File: src/design/sfr_pkg.sv
// ----------------------------------------------------------------------------
// sfr_pkg: shared constants and types of the stream find-and-replace block
// Field widths, register indexes and the job word that the window logic
// hands to the result emitter.
// ----------------------------------------------------------------------------
package sfr_pkg;

   localparam int DATA_W              = 8;
   localparam int REG_W               = 64;
   localparam int LEN_W               = 4;
   localparam int CSR_INDEX_W         = 4;
   localparam int WINDOW_MAX          = 8;
   localparam int PAT_SEL_W           = $clog2(REG_W / DATA_W);
   localparam int MAX_PATTERN_DEF     = 8;
   localparam int MAX_REPLACEMENT_DEF = 8;
   localparam int MAX_RESULTS         = 10;
   localparam int COUNT_W             = 4;

   typedef enum logic [CSR_INDEX_W-1:0] {
      REG_PATTERN_BYTES      = 4'd0,
      REG_PATTERN_LENGTH     = 4'd1,
      REG_REPLACEMENT_BYTES  = 4'd2,
      REG_REPLACEMENT_LENGTH = 4'd3
   } csr_reg_type;

   // Words owed for one accepted byte, in emission order: the displaced
   // oldest byte, the replacement, the flushed window, the end marker.
   typedef struct packed {
      logic              has_old;
      logic [DATA_W-1:0] old_byte;
      logic [LEN_W-1:0]  rep_cnt;
      logic [LEN_W-1:0]  flush_cnt;
      logic              last;
   } job_type;

endpackage

File: src/design/sfr_req_if.sv
// ----------------------------------------------------------------------------
// sfr_req_if: input text channel
// One text byte per word, with a flag on the last byte of a string.
// ----------------------------------------------------------------------------
interface sfr_req_if;
   logic                        valid;
   logic                        ready;
   logic [sfr_pkg::DATA_W-1:0]  data_byte;
   logic                        end_of_text;

   modport source (output valid, output data_byte, output end_of_text, input ready);
   modport sink   (input valid, input data_byte, input end_of_text, output ready);
endinterface

File: src/design/sfr_rsp_if.sv
// ----------------------------------------------------------------------------
// sfr_rsp_if: result channel
// One output text byte or the end marker per word.
// ----------------------------------------------------------------------------
interface sfr_rsp_if;
   logic                        valid;
   logic                        ready;
   logic [sfr_pkg::DATA_W-1:0]  out_byte;
   logic                        byte_valid;
   logic                        last_result;

   modport source (output valid, output out_byte, output byte_valid, output last_result,
                   input ready);
   modport sink   (input valid, input out_byte, input byte_valid, input last_result,
                   output ready);
endinterface

File: src/design/sfr_csr_if.sv
// ----------------------------------------------------------------------------
// sfr_csr_if: configuration write channel
// Carries a register index and the data to be written to it.
// ----------------------------------------------------------------------------
interface sfr_csr_if;
   logic                             valid;
   logic                             ready;
   logic [sfr_pkg::CSR_INDEX_W-1:0]  reg_index;
   logic [sfr_pkg::REG_W-1:0]        write_data;

   modport source (output valid, output reg_index, output write_data, input ready);
   modport sink   (input valid, input reg_index, input write_data, output ready);
endinterface

File: src/design/sfr_cell.sv
// ----------------------------------------------------------------------------
// sfr_cell: one position of the match window
// Holds one text byte, passes it on to the next cell when a byte is shifted
// in, and compares the byte arriving at its input with its pattern byte.
// ----------------------------------------------------------------------------
module sfr_cell (
   input  logic                        clock,
   input  logic                        shift_en,
   input  logic [sfr_pkg::DATA_W-1:0]  byte_in,
   input  logic [sfr_pkg::DATA_W-1:0]  cmp_byte,
   output logic [sfr_pkg::DATA_W-1:0]  byte_q,
   output logic                        hit
);
   import sfr_pkg::*;

   logic [DATA_W-1:0] byte_ff;
   logic [DATA_W-1:0] byte_in_next;

   assign byte_in_next = shift_en ? byte_in : byte_ff;

   always_ff @(posedge clock) begin
      byte_ff <= byte_in_next;
   end

   assign byte_q = byte_ff;
   // The compare looks at the value the cell will hold after the shift.
   assign hit    = (byte_in == cmp_byte);

endmodule

File: src/design/sfr_emitter.sv
// ----------------------------------------------------------------------------
// sfr_emitter: result sequencer and output register
// Works through the words owed for the last accepted byte, one per cycle while the output
// is not stalled, into a registered output stage.
// ----------------------------------------------------------------------------
module sfr_emitter #(
   parameter int NUM_CELLS = sfr_pkg::WINDOW_MAX
) (
   input  logic                        clock,
   input  logic                        reset,
   input  logic                        load,
   input  sfr_pkg::job_type            job,
   input  logic [sfr_pkg::DATA_W-1:0]  cell_byte [NUM_CELLS],
   input  logic [sfr_pkg::REG_W-1:0]   replacement_bytes,
   input  logic [sfr_pkg::LEN_W-1:0]   rlen,
   output logic                        job_free,
   sfr_rsp_if.source                   rsp_chan
);
   import sfr_pkg::*;

   localparam int IDX_W = (NUM_CELLS > 1) ? $clog2(NUM_CELLS) : 1;

   logic              has_old_ff, has_old_in;
   logic [DATA_W-1:0] old_byte_ff, old_byte_in;
   logic [LEN_W-1:0]  rep_left_ff, rep_left_in;
   logic [LEN_W-1:0]  flush_left_ff, flush_left_in;
   logic              last_ff, last_in;

   logic              out_valid_ff, out_valid_in;
   logic [DATA_W-1:0] out_byte_ff, out_byte_in;
   logic              out_bvalid_ff, out_bvalid_in;
   logic              out_last_ff, out_last_in;

   logic [COUNT_W-1:0]   count;
   logic                 pending;
   logic                 move;
   logic                 emit;
   logic [PAT_SEL_W-1:0] rep_idx;
   logic [IDX_W-1:0]     flush_idx;

   assign count = COUNT_W'(has_old_ff) + COUNT_W'(rep_left_ff)
                + COUNT_W'(flush_left_ff) + COUNT_W'(last_ff);
   assign pending   = (count != '0);
   assign move      = !out_valid_ff || rsp_chan.ready;
   assign emit      = move && pending;
   // A new byte may be taken when nothing is owed or the last word owed leaves in this cycle.
   assign job_free  = !pending || (move && (count == COUNT_W'(1)));
   assign rep_idx   = PAT_SEL_W'(rlen - rep_left_ff);
   assign flush_idx = IDX_W'(flush_left_ff - LEN_W'(1));

   always_comb begin
      has_old_in    = has_old_ff;
      old_byte_in   = old_byte_ff;
      rep_left_in   = rep_left_ff;
      flush_left_in = flush_left_ff;
      last_in       = last_ff;
      out_valid_in  = out_valid_ff;
      out_byte_in   = out_byte_ff;
      out_bvalid_in = out_bvalid_ff;
      out_last_in   = out_last_ff;

      if (move) begin
         out_valid_in = pending;
      end

      if (emit) begin
         out_bvalid_in = 1'b1;
         out_last_in   = 1'b0;
         if (has_old_ff) begin
            has_old_in  = 1'b0;
            out_byte_in = old_byte_ff;
         end else if (rep_left_ff != '0) begin
            rep_left_in = rep_left_ff - LEN_W'(1);
            out_byte_in = replacement_bytes[DATA_W*rep_idx +: DATA_W];
         end else if (flush_left_ff != '0) begin
            flush_left_in = flush_left_ff - LEN_W'(1);
            out_byte_in   = cell_byte[flush_idx];
         end else begin
            last_in       = 1'b0;
            out_byte_in   = '0;
            out_bvalid_in = 1'b0;
            out_last_in   = 1'b1;
         end
      end

      if (load) begin
         has_old_in    = job.has_old;
         old_byte_in   = job.old_byte;
         rep_left_in   = job.rep_cnt;
         flush_left_in = job.flush_cnt;
         last_in       = job.last;
      end
   end

   always_ff @(posedge clock) begin
      if (reset) begin
         has_old_ff    <= 1'b0;
         rep_left_ff   <= '0;
         flush_left_ff <= '0;
         last_ff       <= 1'b0;
         out_valid_ff  <= 1'b0;
      end else begin
         has_old_ff    <= has_old_in;
         rep_left_ff   <= rep_left_in;
         flush_left_ff <= flush_left_in;
         last_ff       <= last_in;
         out_valid_ff  <= out_valid_in;
      end
   end

   always_ff @(posedge clock) begin
      old_byte_ff   <= old_byte_in;
      out_byte_ff   <= out_byte_in;
      out_bvalid_ff <= out_bvalid_in;
      out_last_ff   <= out_last_in;
   end

   assign rsp_chan.valid       = out_valid_ff;
   assign rsp_chan.out_byte    = out_byte_ff;
   assign rsp_chan.byte_valid  = out_bvalid_ff;
   assign rsp_chan.last_result = out_last_ff;

   a_count_bound: assert property (@(posedge clock) disable iff (reset)
      count <= COUNT_W'(MAX_RESULTS))
      else $error("emitter owes more words than one byte can cause");

   a_idle_stays: assert property (@(posedge clock) disable iff (reset)
      (!pending && !load) |=> !pending)
      else $error("emitter found work without a new byte");

   a_marker_form: assert property (@(posedge clock) disable iff (reset)
      (out_valid_ff && out_last_ff) |-> (!out_bvalid_ff && out_byte_ff == '0))
      else $error("end marker carries a text byte");

endmodule

File: src/design/stream_find_and_replace_top.sv
// ----------------------------------------------------------------------------
// stream_find_and_replace_top: streaming find-and-replace over a byte stream
// Words for a byte pass the emitter's job registers, then its output register.
// Throughput: one byte per cycle while the output is not stalled and each byte
// causes at most one word; more words hold the input until the last one leaves.
// Reset: synchronous; clears config, fill count and emitter; window bytes kept.
// ----------------------------------------------------------------------------
module stream_find_and_replace_top #(
   parameter int MAX_PATTERN     = sfr_pkg::MAX_PATTERN_DEF,
   parameter int MAX_REPLACEMENT = sfr_pkg::MAX_REPLACEMENT_DEF
) (
   input  logic        clock,
   input  logic        reset,
   sfr_req_if.sink     req_chan,
   sfr_rsp_if.source   rsp_chan,
   sfr_csr_if.sink     csr_chan
);
   import sfr_pkg::*;

   localparam int NUM_CELLS = (MAX_PATTERN < WINDOW_MAX) ? MAX_PATTERN : WINDOW_MAX;
   localparam int REP_LIMIT = (MAX_REPLACEMENT < WINDOW_MAX) ? MAX_REPLACEMENT : WINDOW_MAX;
   localparam int FILL_W    = $clog2(NUM_CELLS + 1);
   localparam int IDX_W     = (NUM_CELLS > 1) ? $clog2(NUM_CELLS) : 1;

   logic [REG_W-1:0]  pattern_bytes_ff, pattern_bytes_in;
   logic [LEN_W-1:0]  pattern_length_ff, pattern_length_in;
   logic [REG_W-1:0]  replacement_bytes_ff, replacement_bytes_in;
   logic [LEN_W-1:0]  replacement_length_ff, replacement_length_in;
   logic [FILL_W-1:0] fill_ff, fill_in;

   logic              csr_write;
   logic              accept;
   logic              job_free;
   logic [LEN_W-1:0]  plen_wide;
   logic [FILL_W-1:0] plen;
   logic [LEN_W-1:0]  rlen;
   logic [FILL_W-1:0] eff_fill;
   logic              full;
   logic [FILL_W-1:0] new_fill;
   logic              match;
   job_type           job;

   logic [DATA_W-1:0]    cell_byte   [NUM_CELLS];
   logic [DATA_W-1:0]    cell_in     [NUM_CELLS];
   logic [DATA_W-1:0]    cell_cmp    [NUM_CELLS];
   logic [PAT_SEL_W-1:0] cell_sel    [NUM_CELLS];
   logic [NUM_CELLS-1:0] cell_hit;
   logic [NUM_CELLS-1:0] cell_active;

   assign csr_write      = csr_chan.valid && csr_chan.ready;
   assign csr_chan.ready = 1'b1;
   assign accept         = req_chan.valid && req_chan.ready;
   assign req_chan.ready = job_free;

   // Lengths outside the usable range are clamped.
   always_comb begin
      if (pattern_length_ff == '0) begin
         plen_wide = LEN_W'(1);
      end else if (pattern_length_ff > LEN_W'(NUM_CELLS)) begin
         plen_wide = LEN_W'(NUM_CELLS);
      end else begin
         plen_wide = pattern_length_ff;
      end
   end
   assign plen = FILL_W'(plen_wide);
   assign rlen = (replacement_length_ff > LEN_W'(REP_LIMIT)) ? LEN_W'(REP_LIMIT)
                                                              : replacement_length_ff;

   // The newest byte sits in cell 0, so cell i meets pattern byte plen-1-i.
   for (genvar g = 0; g < NUM_CELLS; g++) begin : g_cell
      if (g == 0) begin : g_head
         assign cell_in[g] = req_chan.data_byte;
      end else begin : g_body
         assign cell_in[g] = cell_byte[g-1];
      end
      assign cell_sel[g]    = PAT_SEL_W'(plen - FILL_W'(1) - FILL_W'(g));
      assign cell_cmp[g]    = pattern_bytes_ff[DATA_W*cell_sel[g] +: DATA_W];
      assign cell_active[g] = (FILL_W'(g) < plen);

      sfr_cell u_cell (
         .clock    (clock),
         .shift_en (accept),
         .byte_in  (cell_in[g]),
         .cmp_byte (cell_cmp[g]),
         .byte_q   (cell_byte[g]),
         .hit      (cell_hit[g])
      );
   end

   assign eff_fill = (fill_ff > plen) ? '0 : fill_ff;
   assign full     = (eff_fill >= plen);
   assign new_fill = full ? plen : eff_fill + FILL_W'(1);
   assign match    = (new_fill == plen) && (&(cell_hit | ~cell_active));

   always_comb begin
      job.has_old   = full;
      job.old_byte  = cell_byte[IDX_W'(plen - FILL_W'(1))];
      job.rep_cnt   = match ? rlen : '0;
      job.flush_cnt = (req_chan.end_of_text && !match) ? LEN_W'(new_fill) : '0;
      job.last      = req_chan.end_of_text;
   end

   always_comb begin
      pattern_bytes_in      = pattern_bytes_ff;
      pattern_length_in     = pattern_length_ff;
      replacement_bytes_in  = replacement_bytes_ff;
      replacement_length_in = replacement_length_ff;
      fill_in               = fill_ff;

      if (accept) begin
         fill_in = (match || req_chan.end_of_text) ? '0 : new_fill;
      end

      if (csr_write) begin
         case (csr_reg_type'(csr_chan.reg_index))
            REG_PATTERN_BYTES: begin
               pattern_bytes_in = csr_chan.write_data;
            end
            REG_PATTERN_LENGTH: begin
               // A new length drops whatever the window held.
               pattern_length_in = csr_chan.write_data[LEN_W-1:0];
               fill_in           = '0;
            end
            REG_REPLACEMENT_BYTES: begin
               replacement_bytes_in = csr_chan.write_data;
            end
            REG_REPLACEMENT_LENGTH: begin
               replacement_length_in = csr_chan.write_data[LEN_W-1:0];
            end
            default: begin
            end
         endcase
      end
   end

   always_ff @(posedge clock) begin
      if (reset) begin
         pattern_bytes_ff      <= '0;
         pattern_length_ff     <= LEN_W'(1);
         replacement_bytes_ff  <= '0;
         replacement_length_ff <= '0;
         fill_ff               <= '0;
      end else begin
         pattern_bytes_ff      <= pattern_bytes_in;
         pattern_length_ff     <= pattern_length_in;
         replacement_bytes_ff  <= replacement_bytes_in;
         replacement_length_ff <= replacement_length_in;
         fill_ff               <= fill_in;
      end
   end

   sfr_emitter #(
      .NUM_CELLS (NUM_CELLS)
   ) u_emitter (
      .clock             (clock),
      .reset             (reset),
      .load              (accept),
      .job               (job),
      .cell_byte         (cell_byte),
      .replacement_bytes (replacement_bytes_ff),
      .rlen              (rlen),
      .job_free          (job_free),
      .rsp_chan          (rsp_chan)
   );

   a_fill_bound: assert property (@(posedge clock) disable iff (reset)
      fill_ff <= plen)
      else $error("window holds more bytes than the pattern length");

   a_end_empties: assert property (@(posedge clock) disable iff (reset)
      (accept && req_chan.end_of_text && !csr_write) |=> (fill_ff == '0))
      else $error("window not empty after the last byte of a string");

   a_full_stays: assert property (@(posedge clock) disable iff (reset)
      (accept && full && !req_chan.end_of_text && !match && !csr_write)
      |=> (fill_ff == $past(plen)))
      else $error("full window lost its fill without a match");

endmodule
File: src/flat_wrapper.sv
// flat-port wrapper written by rule: the top's interface ports become plain ports
module stream_find_and_replace_top_flat import sfr_pkg::*;
#(
   parameter int MAX_PATTERN     = sfr_pkg::MAX_PATTERN_DEF,
   parameter int MAX_REPLACEMENT = sfr_pkg::MAX_REPLACEMENT_DEF
)
  (clock, reset, req_chan_valid, req_chan_data_byte, req_chan_end_of_text, req_chan_ready, rsp_chan_valid, rsp_chan_out_byte, rsp_chan_byte_valid, rsp_chan_last_result, rsp_chan_ready, csr_chan_valid, csr_chan_reg_index, csr_chan_write_data, csr_chan_ready);
  sfr_req_if req_chan_i ();
  sfr_rsp_if rsp_chan_i ();
  sfr_csr_if csr_chan_i ();
  input  logic clock;
  input  logic reset;
  input wire logic [$bits(req_chan_i.valid)-1:0] req_chan_valid;
  input wire logic [$bits(req_chan_i.data_byte)-1:0] req_chan_data_byte;
  input wire logic [$bits(req_chan_i.end_of_text)-1:0] req_chan_end_of_text;
  output wire logic [$bits(req_chan_i.ready)-1:0] req_chan_ready;
  output wire logic [$bits(rsp_chan_i.valid)-1:0] rsp_chan_valid;
  output wire logic [$bits(rsp_chan_i.out_byte)-1:0] rsp_chan_out_byte;
  output wire logic [$bits(rsp_chan_i.byte_valid)-1:0] rsp_chan_byte_valid;
  output wire logic [$bits(rsp_chan_i.last_result)-1:0] rsp_chan_last_result;
  input wire logic [$bits(rsp_chan_i.ready)-1:0] rsp_chan_ready;
  input wire logic [$bits(csr_chan_i.valid)-1:0] csr_chan_valid;
  input wire logic [$bits(csr_chan_i.reg_index)-1:0] csr_chan_reg_index;
  input wire logic [$bits(csr_chan_i.write_data)-1:0] csr_chan_write_data;
  output wire logic [$bits(csr_chan_i.ready)-1:0] csr_chan_ready;
  assign req_chan_i.valid = req_chan_valid;
  assign req_chan_i.data_byte = req_chan_data_byte;
  assign req_chan_i.end_of_text = req_chan_end_of_text;
  assign req_chan_ready = req_chan_i.ready;
  assign rsp_chan_valid = rsp_chan_i.valid;
  assign rsp_chan_out_byte = rsp_chan_i.out_byte;
  assign rsp_chan_byte_valid = rsp_chan_i.byte_valid;
  assign rsp_chan_last_result = rsp_chan_i.last_result;
  assign rsp_chan_i.ready = rsp_chan_ready;
  assign csr_chan_i.valid = csr_chan_valid;
  assign csr_chan_i.reg_index = csr_chan_reg_index;
  assign csr_chan_i.write_data = csr_chan_write_data;
  assign csr_chan_ready = csr_chan_i.ready;
  stream_find_and_replace_top #(.MAX_PATTERN(MAX_PATTERN), .MAX_REPLACEMENT(MAX_REPLACEMENT)) u_core (.clock(clock), .reset(reset), .req_chan(req_chan_i), .rsp_chan(rsp_chan_i), .csr_chan(csr_chan_i));
endmodule
File: config.mk
export PLATFORM = sky130hd
export DESIGN_NAME = stream_find_and_replace_top_flat
export DESIGN_NICKNAME = d
export VERILOG_FILES = /design/src/design/sfr_pkg.sv /design/src/design/sfr_req_if.sv /design/src/design/sfr_rsp_if.sv /design/src/design/sfr_csr_if.sv /design/src/design/sfr_cell.sv /design/src/design/sfr_emitter.sv /design/src/design/stream_find_and_replace_top.sv /design/src/flat_wrapper.sv
export SDC_FILE = /design/constraint.sdc
export NUM_CORES = 1
export LEC_CHECK = 0
export BUFFER_PORTS_ARGS = -buffer_cell sky130_fd_sc_hd__clkbuf_2
export CAP_MARGIN = 40
export CORE_MARGIN = 2
export CORE_UTILIZATION = 60
export DETAILED_ROUTE_END_ITERATION = 16
export PLACE_DENSITY = 0.79
export SYNTH_ARGS = -nofsm -noshare
export SYNTH_HDL_FRONTEND = slang
export SYNTH_HIERARCHICAL = 1
export SYNTH_SLANG_ARGS = --single-unit
File: constraint.sdc
create_clock -name clock -period 5 [get_ports clock]
set_input_delay 0.5 -clock clock [delete_from_list [all_inputs] [get_ports clock]]
set_output_delay 0.5 -clock clock [all_outputs]
set_load 0.01 [all_outputs]
==> impl_metrics.toml, run 1 <==
[setup_path]
required_ns = 5.38
critPathKind = "reg2reg"
path_max_fanout = 16
startpoint_type = "flip-flop"
r2r_slack_ns = 0.38
end_kind = "flip-flop"
critPathLaunch = "u_core/pattern_length_ff[3]$_SDFFE_PP0P_"
r2r_start = "u_core/pattern_length_ff[3]$_SDFFE_PP0P_"
arrival_ns = 4.99

[routing]
drt_iter0_drc = 731
route.detailed.drc = 0
wl_per_cell_um = 20.65
dr.pass1.iters = 5
vias = 10540
viasPerCell = 6.258
routed_wl_um = 34770
ant_nets = 0

[clocking]
numClockSinks = 233
cts_made_buffers = 25
cts_resized = 0
cts_htree_levels = 1
cts_tree = "built"
clk_latency_ns = 0.54
root_buffer = "clkbuf_16"
cts_max_path_buffers = 3
postCtsSetupBuffers = 0
cts_hold_buf = 0
clk_pin_slew_ns = 0.06

[global_routing]
grt_pass1_vias = 10400
grt_util_met3 = 0.03998
grt_usage = 0.2917
top_usage_layer = "met2"
antenna_found_initial = 0
grt_pass1_wl_um = 54820
grtUsageMet2 = 0.5040
grt_use_met1 = 0.3608
grt_overflow = 0
grt_start_max_net_pins = 88

[finish]
finalNonFillerCells = 1684
nFillCells = 1718
drive_above_1_share = 0.2130
final_common_cell = "nand2_1"
finalNetCount = 1491
area_delta_synth_final_pct = 10.60
antenna_cells = 0
most-common-layout-cells = "nand2_1 (273), dfxtp_1 (151), mux2i_1 (147)"

[timing]
relSlewSlack = 0.4142
rsz0062_at_grt = "no"
clock-skew-final_ns = 0.02071
post-route-period-util = 0.9234
worstMarginPinSlew_ns = 0.8787
fin_crit_ns = 4.617
setup_viol = 0
whs_ns = 0.1770
setup_tns_ns = 0
finalMaxSlewViolations = 0
fmax_mhz = 216.6
finalHoldViolCount = 0

[power]
switching_power_mw = 2.746
leakage_nw = 4.989
p_per_area_nw_per_um2 = 516.7
swShare = 0.3611
seqPwrFrac = 0.398
power.share.combinational = 0.362
ir_worst_vdd_v = 0.0005476
internal_power_mw = 4.859
p_clk_frac = 0.240

[die]
die_h_um = 152.9
die_w_um = 152.9
num_rows = 54
core_um2 = 21820
start_util = 0.6098
die_area_um2 = 23390
io_pins = 95

[placement]
dp_hpwl_um = 24770
port_buffers = 93
gp_congestion = 0.9595
placed_cells = 1639

[worst_hold_path]
min_from = "req_chan_data_byte[7]"
holdCritPathClass = "in2reg"

[yosys]
avgSynthCellArea_um2 = 9.999
synth_cells = 1331
yosys_warnings = 6
syn-cell-area_um2 = 13310
synth_nets = 1436

[run]
drv_cap = 0

[status]
status = "completed"
[stage by stage]
stage          cell area (um^2)  power (mW)    util  worst slack (ns)
3_5_place_dp              13920       5.768  0.6378            0.5091
4_1_cts                   14720       7.609  0.6745            0.4790
2_1_floorplan             13310       4.913       -            0.2091
5_1_grt                   14720       7.940  0.6745           0.09112
6_report                  14720       7.605  0.6745            0.3831
3_3_place_gp              13890       5.701  0.6365            0.6397
[critical path, cell delays in order, from the launching register on]
cell       delay (ns)
dfxtp_1          0.55
inv_1            0.21
nand2_1          0.13
ha_1             0.30
xor2_4           0.33
xor2_4           0.50
mux2_2           0.42
xnor2_1          0.19
nand4_1          0.17
nor2_1           0.21
nand3_1          0.15
a2111oi_2        0.39
o22ai_1          0.22
or2_4            0.32
and3_1           0.18
nor2_1           0.11
a311oi_2         0.06
[final cells by class]
cell class / count / area, um^2 / share of cell area
repair buffers: 111 / 635.6 / 0.04318
clock buffers: 40 / 734.5 / 0.04989
multi-input cells: 990 / 7351 / 0.4994
well taps: 280 / 350.3 / 0.02380
inverters: 25 / 96.34 / 0.006545
flip-flops and latches: 233 / 5485 / 0.3726
clock inverters: 5 / 67.56 / 0.004590
[power by group through the flow]
stage / Combinational, mW / Clock [mW] / Sequential (mW)
2_1_floorplan: 1.98 / 0 / 2.93
3_3_place_gp: 2.66 / 0 / 3.04
3_5_place_dp: 2.71 / 0 / 3.06
4_1_cts: 2.73 / 1.85 / 3.03
5_1_grt: 2.94 / 1.92 / 3.08
6_report: 2.75 / 1.82 / 3.03
[routing by layer]
metal / vias to the layer above / part of all wire
li1: 4879 / -
met1: 5163 / 0.39
met5: - / 0
met4: 0 / 0.054
met2: 402 / 0.49
met3: 95 / 0.060
[flip-flops by register name, indices dropped and copies added, names as in the netlist]
name / cells
u_core/replacement_bytes_ff: 64
u_core/u_emitter/rsp_chan.byte_valid: 1
u_core/u_emitter/flush_left_ff: 4
u_core/g_cell.u_cell/byte_q: 64
u_core/u_emitter/rsp_chan.last_result: 1
u_core/pattern_length_ff: 4
u_core/u_emitter/old_byte_ff: 8
u_core/pattern_bytes_ff: 64
u_core/u_emitter/rsp_chan.out_byte: 8
u_core/u_emitter/rep_left_ff: 4
u_core/fill_ff: 4
u_core/u_emitter/rsp_chan.valid: 1
u_core/u_emitter/has_old_ff: 1
u_core/replacement_length_ff: 4
u_core/u_emitter/last_ff: 1
[worst paths after layout]
kind / depth (start not counted) / end
max: 16 / u_core/u_emitter/flush_left_ff[2]$_SDFFE_PP0P_
min: 1 / u_core/g_cell[0].u_cell/byte_q[7]$_DFFE_PP_
max reg2reg: 16 / u_core/u_emitter/flush_left_ff[2]$_SDFFE_PP0P_
min reg2reg: 2 / u_core/replacement_bytes_ff[61]$_SDFFE_PP0P_
Note: power is estimated with default switching activity, not from simulation.
==> run 2: changes to the inputs <==
--- a/config.mk
+++ b/config.mk
@@ -5,12 +5,13 @@
 export SDC_FILE = /design/constraint.sdc
 export NUM_CORES = 1
 export LEC_CHECK = 0
+export ABC_AREA = 1
 export BUFFER_PORTS_ARGS = -buffer_cell sky130_fd_sc_hd__clkbuf_2
 export CAP_MARGIN = 40
 export CORE_MARGIN = 2
-export CORE_UTILIZATION = 60
+export CORE_UTILIZATION = 50
 export DETAILED_ROUTE_END_ITERATION = 16
-export PLACE_DENSITY = 0.79
+export PLACE_DENSITY = 0.68
 export SYNTH_ARGS = -nofsm -noshare
 export SYNTH_HDL_FRONTEND = slang
 export SYNTH_HIERARCHICAL = 1
==> constraint.sdc (replaced) <==
create_clock -name clock -period 5.7 [get_ports clock]
set_input_delay 0.57 -clock clock [delete_from_list [all_inputs] [get_ports clock]]
set_output_delay 0.57 -clock clock [all_outputs]
set_load 0.01 [all_outputs]
==> run 2 against run 1 <==
Net effect: via count grew 33%; sequential power shrank 15%; critical path type unchanged; non-clock buffer count grew 1; worst setup slack gained 0.39 ns; sequential share of layout area shrank 3.1 points; highest routed layer unchanged; combinational power shrank 12%; largest power group unchanged; final area grew 9.0%.
==> impl_metrics.toml, run 2 <==
[status]
status = "completed"

[global_routing]
grt_usage = 0.2882
grt_start_max_net_pins = 111
grt_pass1_wl_um = 68630
grt_overflow = 0
grt_pass1_vias = 12320
antenna_found_initial = 0

[power]
ir_worst_vdd_v = 0.0003043
leakage_nw = 7.247
total_power_mw = 6.811
p_per_area_nw_per_um2 = 424.7

[timing]
clock-skew-final_ns = 0.02008
finalHoldViolCount = 0
fin_crit_ns = 4.926
rsz0062_at_grt = "no"
finalMaxSlewViolations = 0
fin_ws_ns = 0.7737
post-route-period-util = 0.8643
whs_ns = 0.2126
relSlewSlack = 0.4639
worstMarginPinSlew_ns = 0.8042
setup_tns_ns = 0
fmax_mhz = 203.0
setup_viol = 0

[routing]
viasPerCell = 5.405
wl_per_cell_um = 17.09
vias = 14060
routed_wl_um = 44480
route.detailed.drc = 0
dr.pass1.iters = 6
ant_nets = 0
drt_iter0_drc = 1642

[worst_hold_path]
holdCritPathClass = "in2reg"

[finish]
drive_above_1_share = 0.09513
area_delta_synth_final_pct = 10.67
final_common_cell = "nand2_1"
final_util = 0.5603
finalNonFillerCells = 2602
most-common-layout-cells = "nand2_1 (484), inv_1 (371), o21ai_0 (292)"
antenna_cells = 0
final_area_um2 = 16040
nFillCells = 2773
finalNetCount = 2303

[clocking]
numClockSinks = 233
cts_htree_levels = 1
postCtsSetupBuffers = 0
cts_tree = "built"
cts_resized = 0
cts_made_buffers = 27
root_buffer = "clkbuf_16"
clk_latency_ns = 0.56
clk_pin_slew_ns = 0.06
cts_hold_buf = 0
cts_max_path_buffers = 3

[run]
drv_cap = 0

[setup_path]
critPathKind = "reg2reg"
startpoint_type = "flip-flop"
required_ns = 6.18
critPathTopFamily = "simple AND/OR/NAND/NOR gates"
arrival_ns = 5.40
path_max_fanout = 19
crit_buf_inv = 5
slowest_delay_ns = 0.58
cp_common_cell = "nand2_1"
end_kind = "flip-flop"
crit_slowest_cell = "clkinv_1"

[placement]
port_buffers = 93
dp_slack_ns = 0.9220
placed_area_um2 = 15100
dp_hpwl_um = 33180
gp_congestion = 0.9445
placed_cells = 2553

[die]
num_rows = 62
start_util = 0.5063
core_um2 = 28630
die_w_um = 174.3
io_pins = 95
die_h_um = 174.3
die_area_um2 = 30360

[yosys]
synth_nets = 2276
synth_cells = 2171
avgSynthCellArea_um2 = 6.676
yosys_warnings = 6
syn-cell-area_um2 = 14490
==> run 2: worst register-to-register path, delay by kind of cell (launching register included) <==
family | cells | cell delay [ns]
DFF | 1 | 0.48
buffers and inverters | 5 | 1.02
and+or+nand+nor | 19 | 2.22
adders and majority gates | 1 | 0.18
AOI/OAI and AO/OA | 4 | 0.96
==> run 2: final cells by class <==
| cell class | instances | area (um^2) | share of cell area |
|---|---|---|---|
| clock buffers | 35 | 765.7 | 0.04774 |
| clock inverters | 14 | 170.2 | 0.01061 |
| inverters | 389 | 1461 | 0.09111 |
| multi-input cells | 1435 | 7004 | 0.4367 |
| flip-flops and latches | 233 | 5485 | 0.3420 |
| well taps | 384 | 480.5 | 0.02996 |
| repair buffers | 112 | 671.9 | 0.04189 |
==> run 2: path summary, 6_finish.rpt <==
| path | startpoint | to | slack (ns) | cells after the start |
|---|---|---|---|---|
| worst min-delay path | req_chan_data_byte[6] | u_core/g_cell[0].u_cell/byte_q[6]$_DFFE_PP_ | 0.21 | 1 |
| worst max register to register | u_core/pattern_length_ff[3]$_SDFFE_PP0P_ | u_core/u_emitter/rep_left_ff[1]$_SDFFE_PP0P_ | 0.77 | 29 |
| worst max-delay path | u_core/pattern_length_ff[3]$_SDFFE_PP0P_ | u_core/u_emitter/rep_left_ff[1]$_SDFFE_PP0P_ | 0.77 | 29 |
| worst min register to register | u_core/replacement_bytes_ff[13]$_SDFFE_PP0P_ | u_core/replacement_bytes_ff[13]$_SDFFE_PP0P_ | 0.44 | 2 |
==> run 2: routing by layer <==
layer,global-route usage,wire (um)
met1,0.3911,19390
met2,0.4547,19670
met3,0.04746,3290
met4,0.1232,2128
met5,0,0
==> run 2: report_power, final <==
| part | internal [mW] | total [mW] | switching [mW] |
|---|---|---|---|
| clock network | 1.09 | 1.82 | 0.733 |
| logic | 0.759 | 2.42 | 1.66 |
| registers | 2.22 | 2.57 | 0.350 |
| total | 4.07 | 6.81 | 2.74 |
==> run 3: changes to the inputs <==
--- a/config.mk
+++ b/config.mk
@@ -11,6 +11,7 @@
 export CORE_MARGIN = 2
 export CORE_UTILIZATION = 50
 export DETAILED_ROUTE_END_ITERATION = 16
+export GPL_TIMING_DRIVEN = 0
 export PLACE_DENSITY = 0.68
 export SYNTH_ARGS = -nofsm -noshare
 export SYNTH_HDL_FRONTEND = slang
==> run 3 against run 2 <==
Net effect: fmax down 5.7%; highest routed layer unchanged; sequential share of layout area down 0.81 points; critical path depth rose by 2; clock skew fell by 0.0079 ns; flip-flop and latch count stayed put; global-route usage up 3.9 points; utilization increased by 1.4 points; first-iteration DRC count shrank 5.5%; via count grew 4.8%.
==> impl_metrics.toml, run 3 (same netlist as run 2, synthesis figures left out) <==
[placement]
dp_slack_ns = 0.5527
port_buffers = 93
gp_congestion = 1.002
dp_hpwl_um = 40150
placed_area_um2 = 15470

[routing]
routed_wl_um = 50740
route.detailed.drc = 0
ant_nets = 0
drt_iter0_drc = 1552
vias = 14750
wl_per_cell_um = 18.81
dr.pass1.iters = 9
viasPerCell = 5.465

[die]
die_h_um = 174.3
num_rows = 62
die_w_um = 174.3
die_area_um2 = 30360
core_um2 = 28630
io_pins = 95
start_util = 0.5063

[timing]
fmax_mhz = 191.4
setup_tns_ns = 0
fin_crit_ns = 5.224
rsz0062_at_grt = "no"
relSlewSlack = 0.5007
finalMaxSlewViolations = 0
setup_viol = 0
finalHoldViolCount = 0
post-route-period-util = 0.9165
fin_ws_ns = 0.4761
worstMarginPinSlew_ns = 0.7490
clock-skew-final_ns = 0.01222

[status]
status = "completed"

[global_routing]
antenna_found_initial = 0
grt_start_max_net_pins = 73
grt_usage = 0.3276
grt_pass1_vias = 13480
grt_pass1_wl_um = 76440
grt_overflow = 0

[setup_path]
critPathTopFamily = "simple AND/OR/NAND/NOR gates"
crit_buf_inv = 7
startpoint_type = "flip-flop"
path_max_fanout = 13
required_ns = 6.17
cp_common_cell = "nand2_1"
crit_slowest_cell = "dfxtp_1"
slowest_delay_ns = 0.52
arrival_ns = 5.69
end_kind = "flip-flop"
critPathKind = "reg2reg"

[power]
ir_worst_vdd_v = 0.0003620
leakage_nw = 7.431
p_per_area_nw_per_um2 = 423.6
total_power_mw = 6.959

[clocking]
cts_tree = "built"
clk_pin_slew_ns = 0.07
clk_latency_ns = 0.55
cts_made_buffers = 27
postCtsSetupBuffers = 0
cts_htree_levels = 1
root_buffer = "clkbuf_16"
numClockSinks = 233
cts_max_path_buffers = 3

[finish]
drive_above_1_share = 0.1016
final_common_cell = "nand2_1"
antenna_cells = 0
final_area_um2 = 16430
finalNetCount = 2399
nFillCells = 2895
area_delta_synth_final_pct = 13.36
most-common-layout-cells = "nand2_1 (484), inv_1 (372), o21ai_0 (291)"

[run]
drv_cap = 0

[worst_hold_path]
holdCritPathClass = "in2reg"
run 3: final cells by class:
class / instances / area [um^2] / share of cell area
multi-input cells: 1435 / 6964 / 0.4239
flip-flops and latches: 233 / 5485 / 0.3339
inverters: 389 / 1463 / 0.08903
clock buffers: 30 / 706.9 / 0.04303
plain buffers: 114 / 583.1 / 0.03549
repair buffers: 94 / 493.0 / 0.03001
well taps: 384 / 480.5 / 0.02925
clock inverters: 19 / 252.7 / 0.01538
run 3: what timing repair did:
item / CTS / global route
gates resized for setup: 0 / 1
hold buffers: 0 / 0
endpoints found under the setup margin: 0 / 1
run 3: path summary, 6_finish.rpt:
| kind | start | endpoint | slack, ns | cells after the start |
|---|---|---|---|---|
| worst max-delay path | u_core/pattern_length_ff[3]$_SDFFE_PP0P_ | u_core/u_emitter/rep_left_ff[0]$_SDFFE_PP0P_ | 0.48 | 31 |
| worst min register to register | u_core/replacement_bytes_ff[10]$_SDFFE_PP0P_ | u_core/replacement_bytes_ff[10]$_SDFFE_PP0P_ | 0.44 | 2 |
| worst min-delay path | req_chan_data_byte[3] | u_core/g_cell[0].u_cell/byte_q[3]$_DFFE_PP_ | 0.23 | 1 |
| worst max register to register | u_core/pattern_length_ff[3]$_SDFFE_PP0P_ | u_core/u_emitter/rep_left_ff[0]$_SDFFE_PP0P_ | 0.48 | 31 |
run 3: power breakdown:
part | internal [mW] | switching, mW | leakage (nW)
combinational | 0.786 | 1.68 | 4.96
sequential | 2.22 | 0.400 | 2.00
clock | 1.13 | 0.746 | 0.471
run 3: per-stage QoR:
step	utilization	instances	hold WS, ns
6_report	0.5739	2698	0.2271
3_5_place_dp	0.5404	2649	0.4354
5_1_grt	0.5739	2698	0.2225
3_3_place_gp	0.5393	2648	0.4341
4_1_cts	0.5739	2698	0.2129
2_1_floorplan	-	2171	0.4200
run 3: metal layers:
| metal | wire [um] | GRT usage | vias to the layer above | share of wire |
|---|---|---|---|---|
| li1 | - | - | 7220 | - |
| met1 | 21080 | 0.4299 | 6713 | 0.42 |
| met2 | 22980 | 0.5372 | 679 | 0.45 |
| met3 | 3958 | 0.04287 | 133 | 0.078 |
| met4 | 2725 | 0.1523 | 0 | 0.054 |
| met5 | 0 | 0 | - | 0 |
